**config.mk**
```make
export PLATFORM = sky130hd
export DESIGN_NAME = sed_mul
export DESIGN_NICKNAME = d
export VERILOG_FILES = /design/src/sed_pkg.sv /design/src/sed_mul.sv
export SDC_FILE = /design/constraint.sdc
export NUM_CORES = 2
export LEC_CHECK = 0
export ABC_AREA = 1
export BUFFER_PORTS_ARGS = -buffer_cell sky130_fd_sc_hd__buf_2
export CAP_MARGIN = 10
export CORE_ASPECT_RATIO = 1.75
export CORE_MARGIN = 10
export CORE_UTILIZATION = 25
export CTS_CLUSTER_SIZE = 16
export DETAILED_ROUTE_END_ITERATION = 16
export PLACE_DENSITY_LB_ADDON = 0.12
export SETUP_SLACK_MARGIN = 0.2
export SLEW_MARGIN = 10
export SYNTH_ARGS = -nofsm -noshare
export SYNTH_HDL_FRONTEND = slang
export SYNTH_SLANG_ARGS = --single-unit
```
**constraint.sdc**
```tcl
create_clock -name clock -period 13.7 [get_ports clock]
set_input_delay 1.37 -clock clock [delete_from_list [all_inputs] [get_ports clock]]
set_output_delay 1.37 -clock clock [all_outputs]
set_load 0.01 [all_outputs]
```
**src/sed_pkg.sv**
```systemverilog
package sed_pkg;

   localparam int DATA_WIDTH_DEF = 32;
   localparam int FRAC_BITS      = 16;
   localparam int OUT_W          = 64;
   localparam int MUL_STAGES     = 5;
   localparam int DIV_STEPS      = OUT_W;
   localparam int DIV_LAT        = DIV_STEPS + 2;

   localparam logic [OUT_W-1:0] SAT_MAX = {1'b0, {(OUT_W-1){1'b1}}};
   localparam logic [OUT_W-1:0] SAT_MIN = {1'b1, {(OUT_W-1){1'b0}}};

   typedef enum logic {
      CSR_STIFFNESS   = 1'b0,
      CSR_REST_LENGTH = 1'b1
   } csr_index_type;

endpackage

```
**src/sed_mul.sv**
```systemverilog
module sed_mul #(
   parameter int WA  = 32,
   parameter int WB  = 32,
   parameter int SBW = 1
) (
   input  logic                    clock,
   input  logic                    en,
   input  logic signed [WA-1:0]    a,
   input  logic signed [WB-1:0]    b,
   input  logic [SBW-1:0]          side_i,
   output logic signed [WA+WB-1:0] p,
   output logic [SBW-1:0]          side_o
);

   localparam int M   = sed_pkg::MUL_STAGES;
   localparam int DG  = (WB + M - 1) / M;
   localparam int BXW = DG * M;
   localparam int AW2 = WA + BXW;
   localparam int PRD = WA + DG + 1;

   logic signed [WA-1:0]  a_ff   [M];
   logic signed [BXW-1:0] b_ff   [M];
   logic signed [AW2-1:0] acc_ff [M];
   logic [SBW-1:0]        sd_ff  [M];

   // one digit of b per stage, low digits unsigned, top digit signed
   for (genvar s = 0; s < M; s++) begin : g_stage
      logic signed [WA-1:0]  a_cur;
      logic signed [BXW-1:0] b_cur;
      logic signed [AW2-1:0] acc_cur;
      logic [SBW-1:0]        sd_cur;
      logic                  dmsb;
      logic signed [DG:0]    dig;
      logic signed [PRD-1:0] prod;
      logic signed [AW2-1:0] acc_in;

      if (s == 0) begin : g_first
         assign a_cur   = a;
         assign b_cur   = BXW'(b);
         assign acc_cur = '0;
         assign sd_cur  = side_i;
      end else begin : g_next
         assign a_cur   = a_ff[s-1];
         assign b_cur   = b_ff[s-1];
         assign acc_cur = acc_ff[s-1];
         assign sd_cur  = sd_ff[s-1];
      end

      if (s == M - 1) begin : g_top
         assign dmsb = b_cur[BXW-1];
      end else begin : g_low
         assign dmsb = 1'b0;
      end

      assign dig    = $signed({dmsb, b_cur[DG*s +: DG]});
      assign prod   = a_cur * dig;
      assign acc_in = acc_cur + (AW2'(prod) <<< (DG * s));

      always_ff @(posedge clock) begin
         if (en) begin
            a_ff[s]   <= a_cur;
            b_ff[s]   <= b_cur;
            acc_ff[s] <= acc_in;
            sd_ff[s]  <= sd_cur;
         end
      end
   end

   assign p      = acc_ff[M-1][WA+WB-1:0];
   assign side_o = sd_ff[M-1];

endmodule

```
==> results.cfg <==
[placed_design]
place_ws_ps = 5873
place_hpwl_um = 232000
port_buffers = 131
finalWeightedCongestion = 0.9331

[drt]
postRouteWirelength_um = 267900
via_per_inst = 4.435
ant_nets = 0
drcViolationCount = 0
via_count = 54935
wl_per_cell_um = 21.63
drt_pass1_iterations = 6
drt_iter0_drc = 2523

[clocking]
postCtsSetupRepairBufs = 0
clk_path_buf_depth = 3
cts_sinks = 487
root_buffer = clkbuf_16
cts_max_level = 2
cts_made_buffers = 57
cts_tree = built
post_cts_resized = 0
cts_hold_buf = 0
path_clk_slew_ps = 80
clk_latency_ps = 760

[yosys]
synth.top_cells.by_count = inv_1 (2306), nand2_1 (2018), fa_1 (821)
synth.most_common_cell = inv_1
synth.area.top_cells = fa_1 (24%), edfxtp_1 (21%), inv_1 (13%)
synth_top_cell_area_share_pct = 24.00
seq_area_frac_synth_pct = 21.36
syn_area_um2 = 68470
synth-edff-count = 487
synth_cells = 8698
ys_types = 59
ys_seq_elements = 487
async_reset_ff_share_pct = 0
ys_warn_count = 0
avgSynthCellArea_um2 = 7.872
synth_top_area_cell = fa_1
synthesis.nets = 10149
synthFlopType = edfxtp_1

[sta]
finClkSkew_ps = 62.48
fin_crit_ps = 7679
grt_setup_unrepaired = false
final-hold-violation-count = 0
fin_crit_sh_pct = 56.05
fin_ws_ps = 6021
tightestPinTransition_ps = 1054
setup_viol = 0
max_freq_mhz = 130.2
relSlewSlack_pct = 29.73
slew_viol_final = 0
fin_setup_tns_ps = 0

[die]
start_util_pct = 25.08
die_area_um2 = 296000
fp-row-count = 254
ios = 132
die_height_um = 712.3
die_w_um = 415.6
core_um2 = 273000

[global_route]
antenna_found_initial = 3
grt_util_all_layers_pct = 17.71
grt.overflow.total = 0
grt_pass1_vias = 60934
grt_max_degree = 78
grt_pass1_wl_um = 389700

[final_layout]
syn_to_final_growth_pct = 9.347
nNetsFinal = 10204
drive_above_1_share_pct = 4.920
final_util_pct = 27.42

[min_path]
worstHoldPathType = reg2reg
holdPathStages = 0

[worst_setup_path]
ff2ff_setup_slack_ps = 6020
worst-r2r-cell-count = 27
end_kind = flop
worst_ep_required_time_ps = 14210
crit_fanout = 35
path_class = reg2reg
crit_arrival_ps = 8190
crit_path_start_kind = flop

[outcome]
outcome = complete, no violations

[job]
drv_cap = 0
-- worst paths after layout --
kind / endpoint / startpoint
setup / recovery: acc_ff[0][330] / b_ff[0][138]
hold / removal: b_ff[0][60] / b_ff[0][25]
setup reg to reg: acc_ff[0][330] / b_ff[0][138]
hold reg to reg: b_ff[0][60] / b_ff[0][25]
-- layer usage --
layer  track usage [%]  part of all wire (%)  vias to the layer above  routed length [um]
met2             38.15                    60                      945              160200
met5                 0                0.0075                        -                  20
li1                  -                     -                    26436                   -
met3             1.029                   1.6                      478                4297
met4             11.87                   8.1                        2               21760
met1             14.90                    30                    27074               81670
-- per-stage QoR --
| stage | cells | cell area (um2) | hold slack (ps) |
|---|---|---|---|
| 3_3_place_gp | 12278 | 72990 | 400.8 |
| 6_report | 12387 | 74870 | 397.2 |
| 2_1_floorplan | 8698 | 68470 | 400.3 |
| 4_1_cts | 12385 | 74860 | 392.6 |
| 3_5_place_dp | 12278 | 72990 | 404.5 |
| 5_1_grt | 12386 | 74870 | 398.1 |
-- worst max-delay path, stage by stage, from the launching register on --
cell	delay (ps)
edfxtp_1	320
buf_4	400
inv_1	100
buf_4	260
or2_2	330
fa_1	470
fa_1	490
inv_1	40
fa_1	480
inv_1	50
fa_1	350
inv_1	70
ha_1	280
a21oi_1	290
o21ai_0	130
nor2_1	390
o21ai_1	230
nand2_1	110
nand2_1	90
xor2_1	450
ha_1	300
nand2_1	130
nor2_1	160
inv_1	160
nor4_2	600
nand4_1	410
nand3_1	220
xor2_1	80
-- flip-flops by register name (all words and copies together) (netlist names) --
| register | flops |
|---|---|
| b_ff | 58 |
| acc_ff | 296 |
| sd_ff | 5 |
| a_ff | 128 |
-- layout make-up --
class / count / area (um2)
Inverter: 2331 / 8752
Sequential cell: 487 / 14620
Clock inverter: 44 / 421.7
Antenna cell: 2 / 5.005
Fill cell: 29890 / 198100
Timing Repair Buffer: 164 / 913.4
Clock buffer: 63 / 1449
Tap cell: 3584 / 4484
Multi-Input combinational cell: 5712 / 44220
-- placed cells by master (no fill, tap or decap), types with 19 or more instances in the layout --
cell type     n
a21boi_0     19
a21o_1       71
a21oi_1     372
a31oi_1      71
buf_2       130
buf_4        33
clkbuf_16    57
edfxtp_1    487
fa_1        821
ha_1        563
inv_1      2306
inv_2        24
nand2_1    2018
nand2_2      28
nand3_1     219
nand4_1      54
nor2_1      612
nor2_2       27
nor3_1       38
o21ai_0     221
o21ai_1      51
o21bai_1     42
xnor2_1      86
xor2_1      231
-- cells by family (layout without fill, tap and decap cells) --
family / after synthesis / after routing / share of synthesized area [%]
other cells: 0 / 2 / 0
simple gates: 3089 / 3089 / 18.46
fa+ha+maj: 1384 / 1384 / 34.29
flops: 487 / 487 / 21.36
xor+xnor: 318 / 318 / 4.079
compound gates: 921 / 921 / 7.752
buf+inv: 2499 / 2602 / 14.06
Power is not shown: default switching activity piles up to over one toggle a cycle in this logic, so the estimate is an artifact.
